`src/mrpd_pkg.sv`:
```
// Shared types and constants for the masked record pattern dedup unit.
// No dependencies; every other file refers to it by scoped names.
`timescale 1ns / 1ps

package mrpd_pkg;

  // Sizing of the pattern table and of one record
  localparam int MaxRecords = 256;
  localparam int MaxItems   = 16;
  localparam int ValueBits  = 4;
  localparam int NibbleW    = 4;
  localparam int MaskW      = 16;
  localparam int ValuesW    = 64;
  localparam int ItemsW     = 5;
  localparam int IdxW       = $clog2(MaxRecords);
  localparam int CntW       = IdxW + 1;
  localparam int RecW       = 8;
  localparam int CountW     = 9;

  // Configuration port
  localparam int PaddrW = 3;
  localparam int PdataW = 32;
  localparam logic [0:0] RegItemsInUse = 1'b0;
  localparam logic [ItemsW-1:0] ItemsReset = ItemsW'(MaxItems);

  typedef struct packed {
    logic               start_group;
    logic [MaskW-1:0]   missing_mask;
    logic [ValuesW-1:0] item_values;
  } in_item_t;

  typedef struct packed {
    logic [RecW-1:0]   record_index;
    logic [RecW-1:0]   pattern_index;
    logic              is_new;
    logic [CountW-1:0] pattern_count;
    logic              overflow;
  } out_item_t;

  // One stored pattern as it travels around the ring
  typedef struct packed {
    logic [MaskW-1:0]   mask;
    logic [ValuesW-1:0] values;
    logic [IdxW-1:0]    first;
    logic [CntW-1:0]    count;
  } entry_t;

endpackage

```
`src/mrpd_cell.sv`:
```
// One cell of the pattern ring: holds a stored pattern and passes it on.
// Depends on mrpd_pkg.
`timescale 1ns / 1ps

module mrpd_cell (
  input  logic            clk_i,
  input  logic            shift_i,
  input  mrpd_pkg::entry_t entry_i,
  output mrpd_pkg::entry_t entry_o
);

  mrpd_pkg::entry_t entry_q;

  // Take the neighbor's pattern on every rotation step
  always_ff @(posedge clk_i) begin
    if (shift_i) begin
      entry_q <= entry_i;
    end
  end

  assign entry_o = entry_q;

endmodule

```
`config.mk`:
```
export PLATFORM = sky130hd
export DESIGN_NAME = mrpd_cell
export DESIGN_NICKNAME = d
export VERILOG_FILES = /design/src/mrpd_pkg.sv /design/src/mrpd_cell.sv
export SDC_FILE = /design/constraint.sdc
export NUM_CORES = 1
export LEC_CHECK = 0
export ABC_AREA = 1
export ABC_CLOCK_PERIOD_IN_PS = 950
export CAP_MARGIN = 5
export CORE_AREA = 2 2 69 104
export CTS_CLUSTER_SIZE = 16
export DETAILED_ROUTE_END_ITERATION = 10
export DIE_AREA = 0 0 71 106
export DONT_BUFFER_PORTS = 1
export HOLD_SLACK_MARGIN = 0.03
export PLACE_DENSITY = 0.67
export SLEW_MARGIN = 20
export SYNTH_ARGS = -nofsm -noshare
export SYNTH_HDL_FRONTEND = slang
export SYNTH_SLANG_ARGS = --single-unit
```
`constraint.sdc`:
```
create_clock -name clk_i -period 0.95 [get_ports clk_i]
set_input_delay 0.19 -clock clk_i [delete_from_list [all_inputs] [get_ports clk_i]]
set_output_delay 0.19 -clock clk_i [all_outputs]
set_load 0.05 [all_outputs]
```
==> flow_summary_export.csv, run 1 <==
group,metric,value,unit
status,status,"finished with violations",
status,violations,"hold timing, setup timing",
synth,synth_compound_area_share,0,%
place,dp.cells,272,
layout,finalInstanceArea,5976,um2
synth,synthXorXnorAreaFrac,0,%
critical_path,path_cells,"buf_12",
timing,finalCritPeriodShare,125.5,%
synth,yosysTopAreaCell,"edfxtp_1",
floorplan,die_h,106,um
critical_path,path_buf_inv,1,
clock_network,cts_sinks,97,
synth,yosys_warnings,0,
clock_network,cts_tree,"done",
drt,drc,0,
floorplan,coreArea,6713,um2
critical_path,required,760,ps
synth,syn_inst,97,
drt,via_per_inst,4.790,
clock_network,cts_buffers,9,
place,dpl_cell_area,4765,um2
clock_network,cts_hold_buffers,97,
layout,insertedDiodeCount,0,
clock_network,post_cts_buffers,0,
layout,largest_reg_flops,97,
floorplan,rows,37,
timing,slew_viol_final,0,
hold_path,worstHoldStart,"shift_i",
grt,gr-usage-all-layers,25.58,%
clock_network,cts_root_buf,"clkbuf_8",
critical_path,critPathMaxStageDelay,460,ps
floorplan,die_area,7526,um2
grt,grt_max_degree,98,
timing,worstMarginPinSlew,172.6,ps
timing,slew_headroom,88.52,%
layout,multi_input_area,0,um2
drt,drt-initial-drc-count,145,
synth,synth_cell_types,1,
power_and_ir_drop,powerDensity,1784,nW/um2
synth,ys_seq_area_share,100.0,%
critical_path,crit_path_max_fanout,1,
synth,yosysTopAreaCellShare,100.0,%
timing,rsz0062_at_grt,"true",
critical_path,criticalPathCategory,"register to primary output",
drt,drtPass1Iterations,4,
drt,wl_per_cell,24.32,um
place,place_congestion,0.6609,
timing,hold_ws,-50.64,ps
critical_path,cp_top_family,"flip-flops",
clock_network,clk_pin_slew,90,ps
drt,totalWireLength,9362,um
layout,stdcell_count,385,
layout,multi_input_gates,0,
critical_path,crit_arrival,1000,ps
synth,synthSimpleGateAreaFrac,0,%
synth,synth_flop_cell,"edfxtp_1",
synth,syn_area,2913,um2
synth,muxShareOfSynthArea,0,%
synth,avgSynthCellArea,30.03,um2
synth,synth_nets,196,
timing,setup_slack,-242.4,ps
timing,final.min_clock_period,1192,ps
timing,final-setup-viol-count,97,
synth,synth_edf_count,97,
place,port_buffers,0,
critical_path,crit_slowest_cell,"edfxtp_1",
clock_network,htree_levels,3,
run,drv_cap,0,
synth,yosysMostFrequentCell,"edfxtp_1",
grt,grt_pass1_vias,2114,
layout,finish.utilization,89.02,%
synth,async_reset_ff_share,0,%
timing,hold_violations,62,
floorplan,initial_core_util,43.39,%
synth,synth_commonest_cells,"edfxtp_1",
drt,route.vias.total,1844,
hold_path,hold_path.class,"primary input to register",
floorplan,die_width,71,um
synth,synth_area_leaders,"edfxtp_1",
power_and_ir_drop,p_leak,2.312,nW
grt,grt_antenna_before_repair,0,
layout,syn2layout_area_growth,105.2,%
critical_path,cp-start-kind,"register",
timing,max_freq,0.8386,GHz
power_and_ir_drop,vdd_drop_max,1.535,mV
critical_path,cp-end-kind,"primary output",
synth,synth_fa_ha_area_share,0,%
drt,drtAntennaViolNets,0,
grt,grt_pass1_wl,13340,um
grt,grt_overflow,0,
layout,drive_gt1_share,36.81,%
power_and_ir_drop,power,0.01066,W
critical_path,critPathLaunch,"entry_o[38]",
clock_network,clockBufferDepth,2,
layout,layout.nets,401,
floorplan,ios,196,
synth,ys_ff_latch,97,
## layout make-up
cell class | instances | area [um2]
clock buffer | 9 | 123.9
clock inverter | 7 | 60.06
fill | 219 | 737.0
sequential | 97 | 2913
tap | 78 | 97.59
timing repair buffer | 194 | 2781
## power breakdown
group          leakage, nW  switching [W]  internal (W)
Sequential           0.949       0.000293       0.00510
Clock               0.0965        0.00150       0.00100
Combinational         1.27        0.00140       0.00136
Total                 2.31        0.00319       0.00747
## timing repair
action | CTS | global route
endpoints found under the hold margin | 194 | 97
gates resized for setup | 15 | 0
gates cloned | 0 | 0
setup endpoints to repair | 97 | 97
## routing by layer
metal  vias up  wire (um)  share of wire [%]  global-route usage [%]
met3        10        522                5.6                   6.825
met2        96       5839                 62                   48.93
met5         -          0                  0                       0
li1        802          -                  -                       -
met4         0        155                1.7                   9.704
met1       936       2845                 30                   25.62
## placed cells by master, fill, tap and decap left out, drive strengths merged
master       instances
buf                 97
clkbuf               9
clkinv               3
dlygate4sd3         97
edfxtp              97
inv                  4
## logic make-up after synthesis
| logic type | count (synthesis) |
|---|---|
| DFF | 97 |
## final timing paths
| check | cells past startpoint | endpoint | slack [ps] |
|---|---|---|---|
| worst max-delay path | 1 | entry_o[38] | -240 |
| worst min-delay path | 0 | entry_o[28] | -50 |
## metrics by stage
step	worst slack [ps]	setup TNS, ps
detailed placement	155.2	0
global route	-283.0	-23350
CTS	-260.7	-21010
global placement	191.2	0
finish	-242.4	-19680
floorplan	159.4	0
No activity file was read; power rests on OpenSTA's default activity.
==> run 2, diff against run 1 <==
--- a/config.mk
+++ b/config.mk
@@ -7,5 +7,5 @@
 export LEC_CHECK = 0
 export ABC_AREA = 1
-export ABC_CLOCK_PERIOD_IN_PS = 950
+export ABC_CLOCK_PERIOD_IN_PS = 1300
 export CAP_MARGIN = 5
 export CORE_AREA = 2 2 69 104
==> constraint.sdc (replaced) <==
create_clock -name clk_i -period 1.3 [get_ports clk_i]
set_input_delay 0.39 -clock clk_i [delete_from_list [all_inputs] [get_ports clk_i]]
set_output_delay 0.39 -clock clk_i [all_outputs]
set_load 0.05 [all_outputs]
==> flow_summary_export.csv, run 2 (same netlist as run 1, synthesis figures left out) <==
group,metric,value,unit
status,status,"finished with violations",
status,violations,"setup timing",
layout,finalInstanceArea,4173,um2
drt,drtPass1Iterations,4,
clock_network,post_cts_buffers,0,
grt,grt_max_degree,98,
power_and_ir_drop,powerDensity,1703,nW/um2
layout,layout.nets,292,
timing,finalCritPeriodShare,105.6,%
clock_network,clockBufferDepth,2,
power_and_ir_drop,vdd_drop_max,1.341,mV
hold_path,hold_path.class,"primary input to register",
place,port_buffers,0,
run,drv_cap,0,
critical_path,criticalPathCategory,"register to primary output",
timing,slew_viol_final,0,
grt,grt_overflow,0,
floorplan,die_width,71,um
timing,final-setup-viol-count,35,
layout,syn2layout_area_growth,43.26,%
floorplan,initial_core_util,43.39,%
floorplan,rows,37,
timing,max_freq,0.7287,GHz
grt,grt_antenna_before_repair,4,
layout,final_cell_mix,"edfxtp_1, buf_6, clkbuf_8",
clock_network,cts_tree,"done",
grt,gr-usage-all-layers,15.33,%
layout,multi_input_area,0,um2
clock_network,clk_pin_slew,80,ps
floorplan,die_h,106,um
layout,finish.utilization,62.16,%
timing,rsz0062_at_grt,"true",
layout,nFillCells,452,
grt,grt_pass1_vias,1393,
layout,largest_reg_flops,97,
floorplan,ios,196,
critical_path,cp-start-kind,"register",
power_and_ir_drop,p_leak,1.564,nW
critical_path,crit_path_max_fanout,1,
drt,totalWireLength,5750,um
power_and_ir_drop,power,0.007108,W
place,place_congestion,0.6563,
clock_network,cts_sinks,97,
drt,drc,0,
drt,drt-initial-drc-count,100,
clock_network,cts_root_buf,"clkbuf_8",
timing,worstMarginPinSlew,452.9,ps
critical_path,cp-end-kind,"primary output",
drt,route.vias.total,1352,
drt,wl_per_cell,20.76,um
clock_network,cts_buffers,9,
clock_network,htree_levels,3,
layout,drive_gt1_share,49.24,%
drt,via_per_inst,4.881,
grt,grt_pass1_wl,7872,um
critical_path,crit_arrival,980,ps
place,place_hpwl,4225,um
place,dpl_cell_area,3649,um2
timing,hold_ws,128.7,ps
critical_path,required,910,ps
layout,mostFrequentLayoutCell,"edfxtp_1",
layout,multi_input_gates,0,
timing,setup_slack,-72.29,ps
timing,slew_headroom,69.87,%
timing,hold_violations,0,
drt,drtAntennaViolNets,0,
timing,final.min_clock_period,1372,ps
layout,register_area,2913,um2
floorplan,die_area,7526,um2
floorplan,coreArea,6713,um2
-- run 2: cell count changes in the layout (fill, tap and decap cells not counted), sizes merged --
cell,previous run,this run
buf,97,85
bufinv,0,2
clkbuf,9,11
clkinv,3,2
diode,0,2
dlygate4sd3,97,0
inv,4,0
-- run 2: final cells by class --
class	count	area share, %
Clock buffer	11	3.148
Tap cell	78	2.339
Timing Repair Buffer	85	22.94
Clock inverter	4	1.649
Sequential cell	97	69.81
Antenna cell	2	0.1199
-- run 2: path summary, 6_finish.rpt --
path / from / end / slack, ps / cells after the start
worst max-delay path: entry_o[92] / entry_o[92] / -70 / 0
worst min-delay path: entry_i[96] / entry_o[96] / 130 / 0
-- run 2: metal layers --
metal  vias up  share of wire [%]  GRT usage (%)
met5         -               0.23              0
met4         2                2.7          11.32
met3        12                 11          9.100
met2        92                 59          25.97
met1       658                 26          12.45
li1        588                  -              -
-- run 2: through the flow --
step           setup WS [ps]  cells  setup TNS [ps]
6_report              -72.29    277           -1072
4_1_cts               -106.9    275           -3679
3_5_place_dp           303.1    260               0
3_3_place_gp           305.8    260               0
5_1_grt               -128.2    275           -4959
2_1_floorplan          309.4     97               0
-- run 2: timing repair --
action | in CTS | in global routing
pin swaps | 0 | 0
setup endpoints to repair | 97 | 97
hold buffers | 0 | 0
resized for setup | 85 | 0
-- run 2: report_power, final --
group	total [W]	switching [W]	internal, W
logic	0.00122	0.000830	0.000385
clock network	0.00196	0.000891	0.00106
registers	0.00394	0.000214	0.00372
total	0.00711	0.00193	0.00517
