File: src/mrpd_pkg.sv
// Shared types and constants for the masked record pattern dedup unit.
// No dependencies; every other file refers to it by scoped names.
`timescale 1ns / 1ps

package mrpd_pkg;

  // Sizing of the pattern table and of one record
  localparam int MaxRecords = 256;
  localparam int MaxItems   = 16;
  localparam int ValueBits  = 4;
  localparam int NibbleW    = 4;
  localparam int MaskW      = 16;
  localparam int ValuesW    = 64;
  localparam int ItemsW     = 5;
  localparam int IdxW       = $clog2(MaxRecords);
  localparam int CntW       = IdxW + 1;
  localparam int RecW       = 8;
  localparam int CountW     = 9;

  // Configuration port
  localparam int PaddrW = 3;
  localparam int PdataW = 32;
  localparam logic [0:0] RegItemsInUse = 1'b0;
  localparam logic [ItemsW-1:0] ItemsReset = ItemsW'(MaxItems);

  typedef struct packed {
    logic               start_group;
    logic [MaskW-1:0]   missing_mask;
    logic [ValuesW-1:0] item_values;
  } in_item_t;

  typedef struct packed {
    logic [RecW-1:0]   record_index;
    logic [RecW-1:0]   pattern_index;
    logic              is_new;
    logic [CountW-1:0] pattern_count;
    logic              overflow;
  } out_item_t;

  // One stored pattern as it travels around the ring
  typedef struct packed {
    logic [MaskW-1:0]   mask;
    logic [ValuesW-1:0] values;
    logic [IdxW-1:0]    first;
    logic [CntW-1:0]    count;
  } entry_t;

endpackage

File: src/mrpd_match.sv
// Pattern compare at the ring head: masks equal and observed values equal.
// Depends on mrpd_pkg.
`timescale 1ns / 1ps

module mrpd_match (
  input  logic [mrpd_pkg::MaskW-1:0]   stored_mask_i,
  input  logic [mrpd_pkg::ValuesW-1:0] stored_values_i,
  input  logic [mrpd_pkg::MaskW-1:0]   probe_mask_i,
  input  logic [mrpd_pkg::ValuesW-1:0] probe_values_i,
  input  logic [mrpd_pkg::ItemsW-1:0]  items_i,
  output logic                         match_o
);

  logic [mrpd_pkg::ItemsW-1:0] used;
  logic                        diff;

  // Items in use saturate at the item count
  assign used = (items_i > mrpd_pkg::ItemsW'(mrpd_pkg::MaxItems)) ?
                mrpd_pkg::ItemsW'(mrpd_pkg::MaxItems) : items_i;

  // Per-item mismatch, only for items in use
  always_comb begin
    diff = 1'b0;
    for (int k = 0; k < mrpd_pkg::MaxItems; k++) begin
      if (mrpd_pkg::ItemsW'(k) < used) begin
        if (stored_mask_i[k] != probe_mask_i[k]) begin
          diff = 1'b1;
        end
        if (!probe_mask_i[k] &&
            (stored_values_i[k*mrpd_pkg::NibbleW +: mrpd_pkg::ValueBits] !=
             probe_values_i[k*mrpd_pkg::NibbleW +: mrpd_pkg::ValueBits])) begin
          diff = 1'b1;
        end
      end
    end
  end

  assign match_o = !diff;

endmodule

File: config.mk
export PLATFORM = sky130hd
export DESIGN_NAME = mrpd_match
export DESIGN_NICKNAME = d
export VERILOG_FILES = /design/src/mrpd_pkg.sv /design/src/mrpd_match.sv
export SDC_FILE = /design/constraint.sdc
export NUM_CORES = 1
export LEC_CHECK = 0
export ABC_CLOCK_PERIOD_IN_PS = 2150
export CAP_MARGIN = 20
export CELL_PAD_IN_SITES_DETAIL_PLACEMENT = 0
export CELL_PAD_IN_SITES_GLOBAL_PLACEMENT = 1
export CORE_MARGIN = 10
export CORE_UTILIZATION = 42
export DETAILED_ROUTE_END_ITERATION = 12
export DONT_BUFFER_PORTS = 1
export GPL_TIMING_DRIVEN = 0
export PLACE_DENSITY = 0.95
export SETUP_SLACK_MARGIN = 0.5
export SLEW_MARGIN = 5
export SYNTH_ARGS = -nofsm -noshare
export SYNTH_HDL_FRONTEND = slang
export SYNTH_SLANG_ARGS = --single-unit
File: constraint.sdc
create_clock -name vclk -period 2.15
set_input_delay 0 -clock vclk [all_inputs]
set_output_delay 0 -clock vclk [all_outputs]
set_load 0.01 [all_outputs]
==> results of run 1 <==
[worst max path at each step]
stage | start | to | slack (ns) | depth (start not counted)
3_3_place_gp | items_i[4] | match_o | 0.53 | 5
3_5_place_dp | items_i[4] | match_o | 0.53 | 5
4_1_cts | items_i[4] | match_o | 0.52 | 5
6_report | stored_values_i[25] | match_o | 0.63 | 6
2_1_floorplan | stored_values_i[25] | match_o | 0.81 | 6
5_1_grt | stored_values_i[25] | match_o | 0.50 | 6
[synthesized netlist by cell type (all sizes together)]
library cell | n | area (sq um)
a2111oi | 2 | 17.5
a211oi | 2 | 15.0
a21oi | 9 | 45.0
a221oi | 3 | 26.3
a222oi | 9 | 90.1
a22o | 1 | 10.0
a22oi | 9 | 72.6
a31oi | 1 | 6.26
a32oi | 1 | 8.76
a41oi | 1 | 8.76
buf | 1 | 5.00
clkbuf | 3 | 11.3
inv | 32 | 120
nand2 | 4 | 15.0
nand2b | 1 | 6.26
nand3 | 3 | 15.0
nand3b | 2 | 15.0
nand4 | 7 | 43.8
nand4b | 2 | 17.5
nor2 | 7 | 26.3
nor3 | 8 | 40.0
nor4 | 2 | 18.8
o211ai | 1 | 7.51
o21ai | 7 | 35.0
o22ai | 9 | 56.3
o31ai | 1 | 7.51
or3 | 1 | 7.51
or4b | 5 | 50.1
xnor2 | 26 | 228
xor2 | 11 | 96.3
[per-stage QoR]
step / setup WS (ns) / hold slack, ns / power, mW
after floorplan: 0.815 / 0.254 / 0.146
final: 0.632 / 0.315 / 0.176
after CTS: 0.523 / 0.314 / 0.172
after global routing: 0.503 / 0.353 / 0.198
after global placement: 0.534 / 0.306 / 0.163
after detailed placement: 0.531 / 0.313 / 0.171
[worst max-delay path, delay by kind of cell]
family,cells,cell delay (ns)
buffers and inverters,1,0.03
and+or+nand+nor,3,0.99
AOI/OAI and AO/OA,2,0.50
[cell type report]
type	count	area share
multi-input combinational	135	0.854
tap	30	0.0315
inverter	32	0.101
buffer	4	0.0137
[power by group through the flow]
stage | Combinational (mW) | Clock, mW | Sequential [mW]
4_1_cts | 0.172 | 0 | 0
3_3_place_gp | 0.163 | 0 | 0
5_1_grt | 0.198 | 0 | 0
2_1_floorplan | 0.146 | 0 | 0
6_report | 0.176 | 0 | 0
3_5_place_dp | 0.171 | 0 | 0
[metal layers]
layer | routed length [um] | vias up
met5 | 0 | -
met4 | 38 | 0
met3 | 823 | 4
met2 | 2900 | 105
met1 | 1490 | 630
li1 | - | 646
[repair_timing]
item	in CTS	in global routing
setup endpoints to repair	0	1
resized for setup	0	6
setup buffers	0	0
endpoints found under the hold margin	0	0
[cells by family after synthesis]
group	count (synthesis)	share of synthesized area
and+or+nand+nor	42	0.227
AOI/OAI and AO/OA	56	0.362
xor gates and xnor gates	37	0.289
buffers and inverters	36	0.122
[layout by cell type, fill, tap and decap left out, types with 2 or more instances in the layout]
cell type and instances:
a2111oi_0 2, a211oi_1 2, a21oi_1 9, a221oi_1 3
a222oi_1 9, a22oi_1 7, a22oi_2 2, clkbuf_1 3
inv_1 32, nand2_1 4, nand3_1 2, nand3b_1 2
nand4_1 7, nand4b_1 2, nor2_1 6, nor3_1 7
o21ai_0 7, o22ai_1 9, or4b_1 4, xnor2_1 26
xor2_1 11
==> flow_metrics.tcl, run 1 <==
set metrics [dict create \
    status "completed" \
    maxCapViolCount 0 \
    placeableCoreArea_sq_um 2520 \
    slowest_delay_ns 0.50 \
    dp_hpwl_um 4860 \
    grt_pass1_wl_um 7690 \
    wirelength_um 5250 \
    synthCells 171 \
    worst_pin_slew_ns 0.483 \
    rsz0062_at_grt "false" \
    vias 1385 \
    die_w_um 71.7 \
    antenna_cells 0 \
    p_clk_frac 0 \
    placed_cell_area_sq_um 1160 \
    min_delay_path_depth 5 \
    min_path_type "input pin to output pin" \
    hold_buffers 0 \
    syn_area_sq_um 1120 \
    seqCellArea_sq_um 0 \
    place_inst 201 \
    whs_endpoint "match_o" \
    p_switching_uw 77.8 \
    synth_warnings 0 \
    setup_tns_ns 0 \
    p_leak_nw 0.442 \
    grt_usage 0.175 \
    slew_violations 0 \
    fin_util 0.472 \
    worst_ir_drop_vdd_mv 0.0758 \
    first_pass_iters 4 \
    boundaryPins 166 \
    antenna_found_initial 0 \
    yosysUniqueCellTypes 32 \
    max_freq_mhz 659 \
    die_area_sq_um 5140 \
    cp.required_ns 2.15 \
    design.seq.count 0 \
    sw_frac_of_total 0.443 \
    seqPwrFrac 0 \
    grt_pass1_vias 1540 \
    syn_area_per_cell_sq_um 6.56 \
    multi_input_area_sq_um 1020 \
    internal_power_uw 98.0 \
    hold_viol_final 0 \
    fillers 273 \
    grt_start_max_net_pins 11 \
    start_kind "input pin" \
    wl_per_cell_um 26.1 \
    cp.arrival_ns 1.52 \
    gr-usage-met2 0.346 \
    initialDrtViolationCount 93 \
    stdcell_count 201 \
    nNetsFinal 338 \
    period_share 0.706 \
    synth_fp_nets 336 \
    portBuffers 0 \
    pwr_density_cell_nw_per_um2 148 \
    drive_gt1_frac 0.0585 \
    finalWeightedCongestion 0.701 \
    grt-busiest-layer "met2" \
    relSlewSlack 0.678 \
    syn2layout_area_growth_pct 6.02 \
    core.rowCount 18 \
    crit_chain "inv_1 > a222oi_1 > or4b_4 > a22oi_2 > nand3_2 > nor4_4" \
    start_util 0.445 \
    critical_path_class "input pin to output pin" \
    period_minus_slack_ns 1.52 \
    grt_overflow_total 0 \
    viasPerCell 6.89 \
    setup.worst_path.end_class "output pin" \
    post-route-cell-area_sq_um 1190 \
    seq_area_frac_synth 0 \
    cpMaxStageDelayCell "or4b_4" \
    use_met3 0.0950 \
    final.clkbuf_count 0 \
    min_from "stored_mask_i[7]" \
    ant_nets 0 \
    path_max_fanout 2 \
    dieHeight_um 71.7 \
    met1_usage 0.157 \
    combPwrFrac 1.000 \
    setup_viol 0 \
    remaining_drc_errors 0 \
]
Power figures use the tool's default switching activity.
==> inputs of run 2 (changes only) <==
--- a/config.mk
+++ b/config.mk
@@ -5,16 +5,16 @@
 export SDC_FILE = /design/constraint.sdc
 export NUM_CORES = 1
 export LEC_CHECK = 0
-export ABC_CLOCK_PERIOD_IN_PS = 2150
+export ABC_CLOCK_PERIOD_IN_PS = 1600
 export CAP_MARGIN = 20
 export CELL_PAD_IN_SITES_DETAIL_PLACEMENT = 0
 export CELL_PAD_IN_SITES_GLOBAL_PLACEMENT = 1
 export CORE_MARGIN = 10
-export CORE_UTILIZATION = 42
+export CORE_UTILIZATION = 39
 export DETAILED_ROUTE_END_ITERATION = 12
 export DONT_BUFFER_PORTS = 1
 export GPL_TIMING_DRIVEN = 0
-export PLACE_DENSITY = 0.95
+export PLACE_DENSITY = 0.93
 export SETUP_SLACK_MARGIN = 0.5
 export SLEW_MARGIN = 5
 export SYNTH_ARGS = -nofsm -noshare
==> constraint.sdc (replaced) <==
create_clock -name vclk -period 1.6
set_input_delay 0 -clock vclk [all_inputs]
set_output_delay 0 -clock vclk [all_outputs]
set_load 0.01 [all_outputs]
==> flow_metrics.tcl, run 2 (synthesized netlist as in run 1, its figures left out) <==
set metrics [dict create \
    final_cell_mix "inv_1 (32), xnor2_1 (26), xor2_1 (11)" \
    remaining_drc_errors 0 \
    place_inst 202 \
    finalWeightedCongestion 0.717 \
    cp.required_ns 1.60 \
    dieHeight_um 73.6 \
    worst_hold_slack_ns 0.319 \
    wl_per_cell_um 25.4 \
    critical_path_class "input pin to output pin" \
    grt_overflow_total 0 \
    cts_setup_buffers 0 \
    fin_util 0.429 \
    worst_pin_slew_ns 0.513 \
    syn2layout_area_growth_pct 5.35 \
    min_path_type "input pin to output pin" \
    setup_viol 0 \
    vias 1362 \
    hold_viol_final 0 \
    final.clkbuf_count 0 \
    setup.worst_path.end_class "output pin" \
    worst_ir_drop_vdd_mv 0.122 \
    portBuffers 0 \
    status "completed" \
    post-route-cell-area_sq_um 1180 \
    die_area_sq_um 5420 \
    period_minus_slack_ns 1.48 \
    cp.arrival_ns 1.48 \
    path_max_fanout 2 \
    nNetsFinal 338 \
    final_common_cell "inv_1" \
    pwr_density_cell_nw_per_um2 197 \
    core.rowCount 19 \
    placeableCoreArea_sq_um 2760 \
    seqCellArea_sq_um 0 \
    multi_input_area_sq_um 1010 \
    min_delay_path_depth 4 \
    start_util 0.407 \
    die_w_um 73.6 \
    rsz0062_at_grt "true" \
    max_freq_mhz 676 \
    maxCapViolCount 0 \
    first_pass_iters 6 \
    dp_hpwl_um 4750 \
    slew_violations 0 \
    antenna_found_initial 0 \
    ant_nets 0 \
    start_kind "input pin" \
    stdcell_count 202 \
    antenna_cells 0 \
    p_leak_nw 0.441 \
    relSlewSlack 0.658 \
    period_share 0.925 \
    whs_endpoint "match_o" \
    wirelength_um 5120 \
    boundaryPins 166 \
    viasPerCell 6.74 \
    min_from "probe_mask_i[15]" \
    initialDrtViolationCount 98 \
    placed_cell_area_sq_um 1170 \
    design.seq.count 0 \
    fillers 281 \
    grt_pass1_vias 1524 \
    grt_pass1_wl_um 7400 \
    grt_start_max_net_pins 11 \
    setup_tns_ns 0 \
    grt_usage 0.162 \
    drive_gt1_frac 0.0409 \
]
==> run 2: changes by cell type in the layout (fill, tap and decap cells not counted) <==
cell / previous run / this run
nor2_2: 1 / 0
or4b_1: 4 / 5
a22oi_2: 2 / 1
nor2_4: 0 / 1
or4b_4: 1 / 0
nand3_1: 2 / 3
nand3_2: 1 / 0
a22oi_1: 7 / 8
==> run 2: area by class of cell <==
cell class / count / share of cell area
inverters: 32 / 0.102
well taps: 31 / 0.0328
plain buffers: 4 / 0.0138
multi-input cells: 135 / 0.852
==> run 2: worst max-delay path by stage <==
stage	startpoint	endpoint	slack, ns	depth (start not counted)
2_1_floorplan	stored_values_i[25]	match_o	0.28	6
4_1_cts	stored_values_i[25]	match_o	0.11	6
5_1_grt	probe_values_i[12]	match_o	0.008	6
3_3_place_gp	items_i[4]	match_o	0.02	5
6_report	stored_values_i[25]	match_o	0.12	6
3_5_place_dp	items_i[4]	match_o	-0.007	5
==> run 2: metrics by stage <==
stage               setup WS (ns)  total power [mW]
floorplan                   0.283             0.197
global placement           0.0193             0.219
detailed placement       -0.00721             0.230
CTS                         0.106             0.235
global route              0.00841             0.264
finish                      0.120             0.233
==> run 2: critical path: stages <==
cell and delay [ns]:
inv_1 0.02, a222oi_1 0.32, or4b_1 0.46, a22oi_1 0.20, nand3_1 0.15, nor4_4 0.31
==> run 2: layer usage <==
| layer | part of all wire | routed length (um) | global-route usage | vias up |
|---|---|---|---|---|
| li1 | - | - | - | 647 |
| met5 | 0 | 0 | 0 | - |
| met1 | 0.30 | 1520 | 0.148 | 599 |
| met3 | 0.16 | 817 | 0.0875 | 4 |
| met2 | 0.54 | 2750 | 0.319 | 112 |
| met4 | 0.0068 | 35 | 0.00414 | 0 |
==> run 2: report_power, final <==
group / total (mW) / leakage, nW / internal (mW) / switching [mW]
Combinational: 0.233 / 0.441 / 0.131 / 0.102
Clock: 0 / 0 / 0 / 0
Sequential: 0 / 0 / 0 / 0
==> run 2: repair_timing <==
item	CTS	global route
endpoints found under the hold margin	0	0
hold buffers	0	0
gates resized for setup	3	0
setup endpoints to repair	1	1
